File: config.mk
export PLATFORM = sky130hd
export DESIGN_NAME = psw_divider
export DESIGN_NICKNAME = d
export VERILOG_FILES = /design/src/rtl/pixel_sampler_without_replacement_unit_assert.svh /design/src/rtl/psw_pkg.sv /design/src/rtl/psw_divider.sv
export SDC_FILE = /design/constraint.sdc
export NUM_CORES = 1
export LEC_CHECK = 0
export BUFFER_PORTS_ARGS = -buffer_cell sky130_fd_sc_hd__buf_2
export CORE_UTILIZATION = 50
export CTS_BUF_LIST = sky130_fd_sc_hd__clkbuf_8
export DETAILED_ROUTE_END_ITERATION = 10
export HOLD_SLACK_MARGIN = 0.15
export PLACE_DENSITY_LB_ADDON = 0.25
export SYNTH_ARGS = -nofsm -noshare
export SYNTH_HDL_FRONTEND = slang
export SYNTH_SLANG_ARGS = --single-unit
File: constraint.sdc
create_clock -name clk -period 2.9 [get_ports clk]
set_input_delay 0.145 -clock clk [delete_from_list [all_inputs] [get_ports clk]]
set_output_delay 0.145 -clock clk [all_outputs]
set_load 0.05 [all_outputs]
File: src/rtl/pixel_sampler_without_replacement_unit_assert.svh
// Assertion macros for the sampler top-level RTL.
// PSW_ASSERT checks a property on every rising clock edge outside reset.
// PSW_ASSERT_NEXT checks that a condition in one cycle implies another in the next.
`ifndef PIXEL_SAMPLER_WITHOUT_REPLACEMENT_UNIT_ASSERT_SVH
`define PIXEL_SAMPLER_WITHOUT_REPLACEMENT_UNIT_ASSERT_SVH
`ifndef SYNTH
`define PSW_ASSERT(label, clk, rst_n, prop) \
  label: assert property (@(posedge clk) disable iff (!rst_n) prop) \
    else $error("pixel sampler assertion failed");
`define PSW_ASSERT_NEXT(label, clk, rst_n, ante, cons) \
  label: assert property (@(posedge clk) disable iff (!rst_n) (ante) |=> (cons)) \
    else $error("pixel sampler assertion failed");
`else
`define PSW_ASSERT(label, clk, rst_n, prop)
`define PSW_ASSERT_NEXT(label, clk, rst_n, ante, cons)
`endif
`endif

File: src/rtl/psw_pkg.sv
`timescale 1ns / 1ps
package psw_pkg;

  localparam int CFG_IDX_W  = 2;
  localparam int CFG_DATA_W = 17;
  localparam int FRAME_W    = 9;
  localparam int SPF_W      = 17;
  localparam int DVD_W      = 31;
  localparam int POS_W      = 8;

  localparam logic [FRAME_W-1:0] FRAME_WIDTH_RST  = 9'd256;
  localparam logic [FRAME_W-1:0] FRAME_HEIGHT_RST = 9'd256;
  localparam logic [SPF_W-1:0]   SPF_RST          = 17'd1;

  localparam logic ACT_NEW_FRAME = 1'b0;
  localparam logic ACT_DRAW      = 1'b1;

  localparam logic STAT_OK    = 1'b0;
  localparam logic STAT_EMPTY = 1'b1;

  typedef enum logic [CFG_IDX_W-1:0] {
    CFG_FRAME_WIDTH  = 2'd0,
    CFG_FRAME_HEIGHT = 2'd1,
    CFG_SAMPLES      = 2'd2
  } psw_cfg_idx_t;

  typedef enum logic [2:0] {
    ST_IDLE,
    ST_FILL,
    ST_DIV,
    ST_RD_LAST,
    ST_WRITE,
    ST_DONE
  } psw_state_t;

  typedef struct packed {
    logic             action;
    logic [DVD_W-1:0] random_value;
  } psw_in_t;

  typedef struct packed {
    logic [POS_W-1:0] pos_x;
    logic [POS_W-1:0] pos_y;
    logic             last;
    logic             status;
  } psw_out_t;

endpackage

File: src/rtl/psw_divider.sv
`timescale 1ns / 1ps
module psw_divider #(
  parameter int DVS_W = 17
) (
  input  logic                     clk,
  input  logic                     rst_n,
  input  logic                     start,
  input  logic [psw_pkg::DVD_W-1:0] dividend,
  input  logic [DVS_W-1:0]         divisor,
  output logic                     done,
  output logic [DVS_W-1:0]         remainder
);
  import psw_pkg::*;

  localparam int CNT_W = $clog2(DVD_W);

  logic             busy_r;
  logic             done_r;
  logic [CNT_W-1:0] cnt_r;
  logic [DVS_W-1:0] rem_r;
  logic [DVS_W-1:0] rem_nxt;
  logic [DVD_W-1:0] dvd_r;
  logic [DVS_W-1:0] dvs_r;
  logic [DVS_W:0]   trial;

  // Restoring remainder: one dividend bit enters per cycle, most significant first.
  always_comb begin
    trial = {rem_r, dvd_r[DVD_W-1]};
    if (trial >= {1'b0, dvs_r}) begin
      rem_nxt = DVS_W'(trial - {1'b0, dvs_r});
    end else begin
      rem_nxt = DVS_W'(trial);
    end
  end

  always_ff @(posedge clk) begin
    if (!rst_n) begin
      busy_r <= 1'b0;
      done_r <= 1'b0;
    end else begin
      done_r <= 1'b0;
      if (start) begin
        busy_r <= 1'b1;
      end else if (busy_r && cnt_r == CNT_W'(DVD_W - 1)) begin
        busy_r <= 1'b0;
        done_r <= 1'b1;
      end
    end
  end

  always_ff @(posedge clk) begin
    if (start) begin
      cnt_r <= '0;
      rem_r <= '0;
      dvd_r <= dividend;
      dvs_r <= divisor;
    end else if (busy_r) begin
      cnt_r <= cnt_r + CNT_W'(1);
      rem_r <= rem_nxt;
      dvd_r <= {dvd_r[DVD_W-2:0], 1'b0};
    end
  end

  assign done      = done_r;
  assign remainder = rem_r;

endmodule

==> results.md, run 1 <==
- Port Buffers: 68
- Initial Util: 52.56%
- Sw frac: 27.42%
- Drt pass-1 iters: 5
- Top-level port count: 69
- Gr ovfl total: 0
- Dominant synthesized flop cell: edfxtp_1
- Die W: 90.02 um
- CP max FO: 5
- Fmax: 381.0 MHz
- Die Area: 8104 um2
- Crit. End Element: flip-flop
- Fin crit share: 90.50%
- First-pass GRT wire length: 14,020 um
- Final core occ: 67.81%
- Number of synthesized flops with an enable pin: 48
- Worst Clk Skew: 11.43 ps
- Synth Cell Area: 3874 um2
- Root Buffer: clkbuf_8
- Critical Path Start Type: flip-flop
- Drt initial violations: 128
- Commonest non-fill, non-tap cell in the layout: buf_2
- Internal: 1918 uW
- H-tree level count: 3
- Worst-skew pair later-pin latency: 350 ps
- Post-DRT Antenna Nets: 0
- RD Place Congestion: 0.8792
- Unrepaired setup endpoints after global routing: no
- Commonest non-fill, non-tap cells in the layout: 68 x buf_2, 49 x dlygate4sd3_1, 48 x edfxtp_1
- Worst slew pin tran: 614.7 ps
- Synth Area in Adders: 6.654%
- Placed Area: 4295 um2
- Synth warnings: 0
- Max Cap Viol: 0
- Clock-pin transition on the worst setup and hold timing paths: 80 ps
- # rows: 31
- Core area: 7370 um2
- Seq/Total Area, Yosys: 49.61%
- Compound-gate portion of the synthesized area: 14.95%
- Post-route DRC: 0
- Final hold vios: 0
- Clock Power Share: 32.6%
- P per Cell Area: 528.7 nW/um2
- Post-Syn Instances: 330
- Avg WL per Cell: 15.28 um
- Initial antenna violation count: 0
- CTS Buffer Depth: 2
- Antenna fix cells: 0
- CP Data Arrival Time: 2890 ps
- Flop pwr share: 46.8%
- Clk sinks: 72
- Post-synthesis mux area share: 9.787%
- Power share of the combinational group: 20.7%
- Hold Crit Class: in2reg
- Final instance area: 4997 um2
- Layout area overhead: 29.01%
- Largest family of logic cells by synthesized area: compound AO/OA/AOI/OAI gates
- Simple logic cell fraction of the synthesized area: 10.95%
- DIE HEIGHT: 90.02 um
- CTS Buf Count: 9
- FFs w/ async S/R, synth: 0%
- Total global-route track usage: 22.17%
- TritonCTS clock tree: yes
- P_sw: 724.4 uW
- Max-slew violations: 0
- DR vias: 2,948
- Vias in the first global route: 2,927
- Final setup vio count: 0
- XOR/XNOR share of the synthesized area: 3.165%
- WP data required: 3170 ps
- Syn Nets: 401
- DR vias/cell: 5.331
- Peak supply drop: 0.3248 mV
- # nets final: 520
- Tmin final: 2625 ps
- Total Wirelength: 8451 um
- Fraction of layout cells with a size suffix above 1: 32.16%
- Status: finished, final reports clean
- Synth cell types: 57
- Post-Route Setup TNS: 0 ps
- Post-DP HPWL: 5446 um
- Largest net degree at the start of global routing: 48
- Synth Area per Inst: 11.74 um2
- Cts repair resizes: 0
- WS Path Type: reg2reg
- P_leak: 0.002106 uW
- Slew margin rel.: 59.02%
- #FFs+latches synth: 72
==> synth_stat cells (5+ instances only) <==
master	count	area, um2
mux2_2	30	337.8
edfxtp_1	48	1441
xnor2_1	6	52.55
a21oi_1	9	45.04
nand2_1	21	78.83
inv_1	23	86.33
o21ai_0	7	35.03
nand4_1	7	43.79
dfxtp_1	24	480.5
a211oi_1	6	45.04
nor2_1	23	86.33
a31oi_1	5	31.28
a21o_1	5	37.54
nand3_1	8	40.04
a311oi_2	5	75.07
xor2_1	8	70.07
ha_1	19	237.7
nand2_2	6	37.54
clkbuf_1	7	26.28
==> worst paths after layout <==
kind	start	to	slack, ps	cells after the start
max	dvd_r[30]	remainder[0]	280	10
min	start	remainder[2]	250	4
max reg2reg	dvd_r[30]	remainder[0]	280	10
min reg2reg	cnt_r[4]	done	500	2
==> worst max-delay path, stage by stage, from the launching register on <==
cell,delay (ps)
edfxtp_1,360
inv_1,80
ha_1,160
inv_1,60
fa_1,400
a21o_2,260
a221oi_4,290
o221ai_4,190
o21ai_4,180
mux2_1,340
a211oi_1,220
==> cell type report <==
cell class / count / area (um2)
Sequential cell: 72 / 1922
Clock buffer: 9 / 123.9
Clock inverter: 7 / 87.58
Tap cell: 99 / 123.9
Inverter: 23 / 86.33
Timing Repair Buffer: 125 / 890.9
Fill cell: 555 / 2372
Multi-Input combinational cell: 218 / 1763
==> routing by layer <==
metal	vias up	part of all wire (%)	global-route usage, %
met4	0	1.2	7.661
met3	6	3.5	5.330
met2	65	49	35.88
li1	1460	-	-
met1	1417	47	29.09
met5	-	0	0
==> registers in the layout, indices dropped and copies added, names as in the netlist <==
signal	cells
remainder	17
cnt_r	5
busy_r	1
done	1
dvd_r	31
dvs_r	17
==> cell families (layout without fill, tap and decap cells) <==
kind of cell    Yosys count  in the layout
xor+xnor                 14             14
mux                      34             34
simple gates             83             83
fa+ha+maj                20             20
compound gates           67             67
flops                    72             72
buf+inv                  40            164
==> power groups by stage <==
stage	sequential [uW]	combinational [uW]	clock, uW
detailed placement	1260	488	0
global placement	1250	474	0
global route	1240	595	921
finish	1240	546	861
CTS	1230	541	885
floorplan	1290	335	0
==> per-stage QoR <==
stage	total power, uW	hold slack [ps]	setup slack, ps	instances
final	2642	255.0	275.4	553
after global routing	2760	282.0	110.2	553
after CTS	2660	151.4	269.0	552
after detailed placement	1744	323.1	299.1	488
after global placement	1728	321.4	382.7	488
after floorplan	1624	243.9	216.6	330
==> what timing repair did <==
item                                   in CTS  in global routing
hold buffers                               48                  1
setup buffers                               0                  0
endpoints found under the hold margin      49                  1
Power figures use the tool's default switching activity.
==> run 2, diff against run 1 <==
--- a/config.mk
+++ b/config.mk
@@ -6,7 +6,7 @@
 export NUM_CORES = 1
 export LEC_CHECK = 0
 export BUFFER_PORTS_ARGS = -buffer_cell sky130_fd_sc_hd__buf_2
-export CORE_UTILIZATION = 50
+export CORE_UTILIZATION = 58
 export CTS_BUF_LIST = sky130_fd_sc_hd__clkbuf_8
 export DETAILED_ROUTE_END_ITERATION = 10
 export HOLD_SLACK_MARGIN = 0.15
==> run 2 against run 1 <==
Compared with the run above:
- sequential cell count is the same
- critical path depth is the same
- utilization grew 11 points
- highest routed layer unchanged
- hold slack lost 95 ps
==> results.md, run 2 (synthesized netlist as in run 1, its figures left out) <==
- Commonest non-fill, non-tap cell in the layout: buf_2
- Die W: 83.73 um
- Layout area overhead: 29.78%
- Top Metal Used: met4
- Total global-route track usage: 26.27%
- Worst setup margin: 263.8 ps
- Largest net degree at the start of global routing: 35
- WL met2: 4375 um
- Final core occ: 78.72%
- Total Wirelength: 8857 um
- Critical Path Start Type: flip-flop
- # rows: 29
- Post-DP HPWL: 5255 um
- P_leak: 0.002126 uW
- CP Data Arrival Time: 2910 ps
- Clk sinks: 72
- DIE HEIGHT: 83.73 um
- Unrepaired setup endpoints after global routing: no
- Largest Register: dvd_r
- Peak supply drop: 0.3868 mV
- Worst-skew pair later-pin latency: 350 ps
- Layout fillers: 395
- DR vias: 2,998
- Clock-pin transition on the worst setup and hold timing paths: 80 ps
- Fmax: 379.3 MHz
- Initial antenna violation count: 0
- Crit. End Element: flip-flop
- CP max FO: 5
- Slew margin rel.: 59.74%
- Port Buffers: 68
- # nets final: 520
- Worst Hold End: cnt_r[0]
- Hold Path Stages: 2
- R2r setup slk: 260 ps
- Max-slew violations: 0
- Drt pass-1 iters: 4
- Vias in the first global route: 3,066
- Max FFs per register: 31
- Top-level port count: 69
- Tmin final: 2636 ps
- Worst Clk Skew: 8.106 ps
- Fraction of layout cells with a size suffix above 1: 32.38%
- WL met3: 387 um
- WS Path Type: reg2reg
- H-tree level count: 3
- R2R Path Start: dvd_r[30]
- DR vias/cell: 5.635
- Hold_sp: start
- Placed Cells: 466
- Drt initial violations: 130
- Worst slew pin tran: 603.1 ps
- WP data required: 3170 ps
- Reg-to-reg endpoint: remainder[0]
- Gr ovfl total: 0
- Initial Util: 60.66%
- Met1 wire length: 3893 um
- P per Cell Area: 565.9 nW/um2
- WHS: 159.6 ps
- Die Area: 7010 um2
- Root Buffer: clkbuf_8
- Fin crit share: 90.90%
- Avg WL per Cell: 16.65 um
- Cts repair resizes: 0
- Non-Filler Instances: 532
- Commonest non-fill, non-tap cells in the layout: 68 x buf_2, 49 x dlygate4sd3_1, 48 x edfxtp_1
- Status: finished, final reports clean
- CTS Buf Count: 9
- Pre-CTS setup slack: 236.7 ps
- CTS Buffer Depth: 2
- First-pass GRT wire length: 14,290 um
- Max Cap Viol: 0
- Post-DRT Antenna Nets: 0
- Reg2reg path depth: 10
- TritonCTS clock tree: yes
- Final hold vios: 0
- Hold Crit Class: in2reg
- Core area: 6386 um2
- RD Place Congestion: 0.8745
- Final setup vio count: 0
- Post-Route Setup TNS: 0 ps
- Post-route DRC: 0
run 2: cell type report:
cell class	instances	area, um2	share of cell area, %
Antenna cell	1	2.502	0.04978
Clock buffer	9	123.9	2.464
Clock inverter	7	142.6	2.837
Inverter	23	86.33	1.717
Multi-Input combinational cell	218	1763	35.07
Sequential cell	72	1922	38.23
Tap cell	77	96.34	1.916
Timing Repair Buffer	125	890.9	17.72
run 2: worst max-delay path by stage:
stage / startpoint / end / slack [ps]
after global routing: dvd_r[30] / remainder[0] / 60
after floorplan: remainder[3] / remainder[0] / 220
after CTS: dvd_r[30] / remainder[0] / 230
after detailed placement: dvd_r[30] / remainder[0] / 240
final: dvd_r[30] / remainder[0] / 260
after global placement: dvd_r[30] / remainder[0] / 360
run 2: layer usage:
metal	GRT usage, %	vias to the layer above
li1	-	1459
met1	31.92	1423
met2	45.75	97
met3	4.847	19
met4	11.09	0
met5	0	-
run 2: worst max-delay path, cell delays in order, from the launching register on:
cell	delay, ps
edfxtp_1	370
inv_1	80
ha_1	180
inv_1	60
fa_1	390
a21o_2	250
a221oi_4	290
o221ai_4	190
o21ai_4	180
mux2_1	340
a211oi_1	220
run 2: repair_timing:
| item | in CTS | in global routing |
|---|---|---|
| hold buffers | 49 | 0 |
| endpoints found under the hold margin | 50 | 0 |
| buffers inserted | 0 | 0 |
run 2: report_power, final:
group          internal [uW]  leakage (uW)  switching (uW)
clock network            661      0.000134             397
logic                    249       0.00132             300
registers               1190      0.000675            45.7
run 2: through the flow:
step	total power, uW	area (um2)
floorplan	1624	3874
global placement	1726	4268
detailed placement	1741	4268
CTS	2838	5025
global route	2957	5025
finish	2845	5027
==> run 3, diff against run 2 <==
--- a/config.mk
+++ b/config.mk
@@ -6,7 +6,9 @@
 export NUM_CORES = 1
 export LEC_CHECK = 0
 export BUFFER_PORTS_ARGS = -buffer_cell sky130_fd_sc_hd__buf_2
-export CORE_UTILIZATION = 58
+export CELL_PAD_IN_SITES_DETAIL_PLACEMENT = 0
+export CELL_PAD_IN_SITES_GLOBAL_PLACEMENT = 1
+export CORE_UTILIZATION = 46
 export CTS_BUF_LIST = sky130_fd_sc_hd__clkbuf_8
 export DETAILED_ROUTE_END_ITERATION = 10
 export HOLD_SLACK_MARGIN = 0.15
==> run 3 against run 2 <==
Compared with the run above:
- critical path type unchanged
- cell count grew 5.5%
- critical endpoint unchanged
- critical path depth is the same
- clock-buffer cell count is the same
- non-clock buffer count up 2
- die area grew 25%
- via count shrank 3.8%
- largest power group unchanged
- hold slack better by 35 ps
==> results.md, run 3 (synthesized netlist as in run 1, its figures left out) <==
- Status: finished, final reports clean
- TritonCTS clock tree: yes
- First-pass GRT wire length: 13,150 um
- Clk sinks: 72
- CP Data Arrival Time: 2960 ps
- Crit-path max cell delay: 400 ps
- Critical Path Start Type: flip-flop
- # rows: 33
- Final core occ: 61.39%
- Final hold vios: 0
- Slew margin rel.: 63.80%
- CP Launch Point: dvd_r[30]
- Hold Path Stages: 2
- Worst-path cell chain: inv_1 -> ha_1 -> inv_1 -> fa_1 -> a21o_2 -> a221oi_4 -> o221ai_4 -> o21ai_4 -> mux2_1 -> a211oi_1
- Total global-route track usage: 19.54%
- Max-slew violations: 0
- Reg-to-reg endpoint: remainder[0]
- Fmax: 368.5 MHz
- Post-DP HPWL: 5476 um
- Initial antenna violation count: 0
- Post-route DRC: 0
- Unrepaired setup endpoints after global routing: no
- Final setup vio count: 0
- Die W: 93.77 um
- Crit. End Element: flip-flop
- DIE HEIGHT: 93.77 um
- Commonest non-fill, non-tap cell in the layout: buf_2
- Clock-pin transition on the worst setup and hold timing paths: 80 ps
- Drt pass-1 iters: 4
- Antenna fix cells: 0
- Placed Area: 4303 um2
- Layout area overhead: 29.55%
- Tmin final: 2714 ps
- Commonest non-fill, non-tap cells in the layout: 68 x buf_2, 49 x dlygate4sd3_1, 48 x edfxtp_1
- Non-Filler Instances: 561
- R2R Path Start: dvd_r[30]
- WP data required: 3140 ps
- CTS Buffer Depth: 2
- R2r setup slk: 190 ps
- Largest Register: dvd_r
- Worst Hold End: cnt_r[4]
- Power after layout: 2629 uW
- Gr ovfl total: 0
- H-tree level count: 3
- Placed Cells: 494
- Die Area: 8792 um2
- Reg2reg path depth: 10
- Largest net degree at the start of global routing: 32
- DR vias: 2,884
- P per Cell Area: 523.8 nW/um2
- Top-level port count: 69
- Initial Util: 47.38%
- Post-DRT Antenna Nets: 0
- CP max stage cell: fa_1
- DR vias/cell: 5.141
- Fraction of layout cells with a size suffix above 1: 32.46%
- Worst slew pin tran: 541.0 ps
- P_leak: 0.002109 uW
- Fin crit share: 93.58%
- Core area: 8175 um2
- Peak supply drop: 0.3561 mV
- Root Buffer: clkbuf_8
- Layout fillers: 693
- Total Wirelength: 8170 um
- Crit path top cell by count: inv_1
- Drt initial violations: 109
- Hold_sp: start
- Hold Crit Class: in2reg
- CTS Buf Count: 9
- Vias in the first global route: 2,763
- Post-Route Setup TNS: 0 ps
- WS Path Type: reg2reg
- Worst Clk Skew: 12.21 ps
- Final instance area: 5019 um2
- Port Buffers: 68
- Worst-skew pair later-pin latency: 340 ps
- CP max FO: 5
- Max FFs per register: 31
- Avg WL per Cell: 14.56 um
- Max Cap Viol: 0
- RD Place Congestion: 0.7904
- # nets final: 522
-- run 3: cell types whose count changed in the layout (fill, tap and decap cells not counted) --
cell / previous run / this run
buf_4: 8 / 10
bufinv_16: 4 / 2
clkinv_1: 0 / 1
clkinv_2: 1 / 3
clkinv_4: 1 / 0
clkinvlp_4: 0 / 1
diode_2: 1 / 0
inv_6: 1 / 0
-- run 3: timing repair --
action | 4_1_cts | 5_1_grt
hold buffers | 49 | 0
setup endpoints to repair | 0 | 2
setup buffers | 0 | 2
resized for setup | 0 | 0
hold endpoints to repair | 50 | 0
-- run 3: report_power, final --
part	total [uW]	switching [uW]	internal (uW)	leakage [uW]
logic	541	290	251	0.00133
clock network	852	375	477	0.000106
registers	1230	44.4	1190	0.000675
total	2630	710	1920	0.00211
-- run 3: area by class of cell --
type / count / area [um2] / area share, %
inverters: 23 / 86.33 / 1.720
flip-flops and latches: 72 / 1922 / 38.29
clock inverters: 7 / 86.33 / 1.720
repair buffers: 127 / 905.9 / 18.05
multi-input cells: 218 / 1763 / 35.13
well taps: 105 / 131.4 / 2.618
clock buffers: 9 / 123.9 / 2.468
-- run 3: how the worst max path moves through the flow --
stage / to / slack (ps) / cells past startpoint
after floorplan: remainder[0] / 220 / 7
after global placement: remainder[9] / 280 / 11
after detailed placement: remainder[6] / 190 / 11
after CTS: remainder[6] / 170 / 11
after global routing: remainder[0] / 9 / 10
final: remainder[0] / 190 / 10
-- run 3: layer usage --
layer	up-vias	routed length, um	share of wire, %	GRT usage [%]
met2	72	3983	49	33.03
met3	10	345	4.2	3.560
met5	-	0	0	0
met4	0	118	1.4	7.051
li1	1470	-	-	-
met1	1332	3723	46	24.90
-- run 3: stage by stage --
step / setup WS, ps / hold WS [ps]
after global placement: 275.8 / 320.9
after detailed placement: 185.3 / 323.2
after global routing: 9.307 / 210.2
after floorplan: 216.6 / 243.9
final: 186.3 / 194.9
after CTS: 166.7 / 187.8
-- run 3: worst max-delay path, delay by kind of cell (launching register included) --
family,cells,cell delay [ps]
flops,1,370
fa+ha+maj,2,560
buf+inv,2,130
compound gates,5,1230
mux,1,340
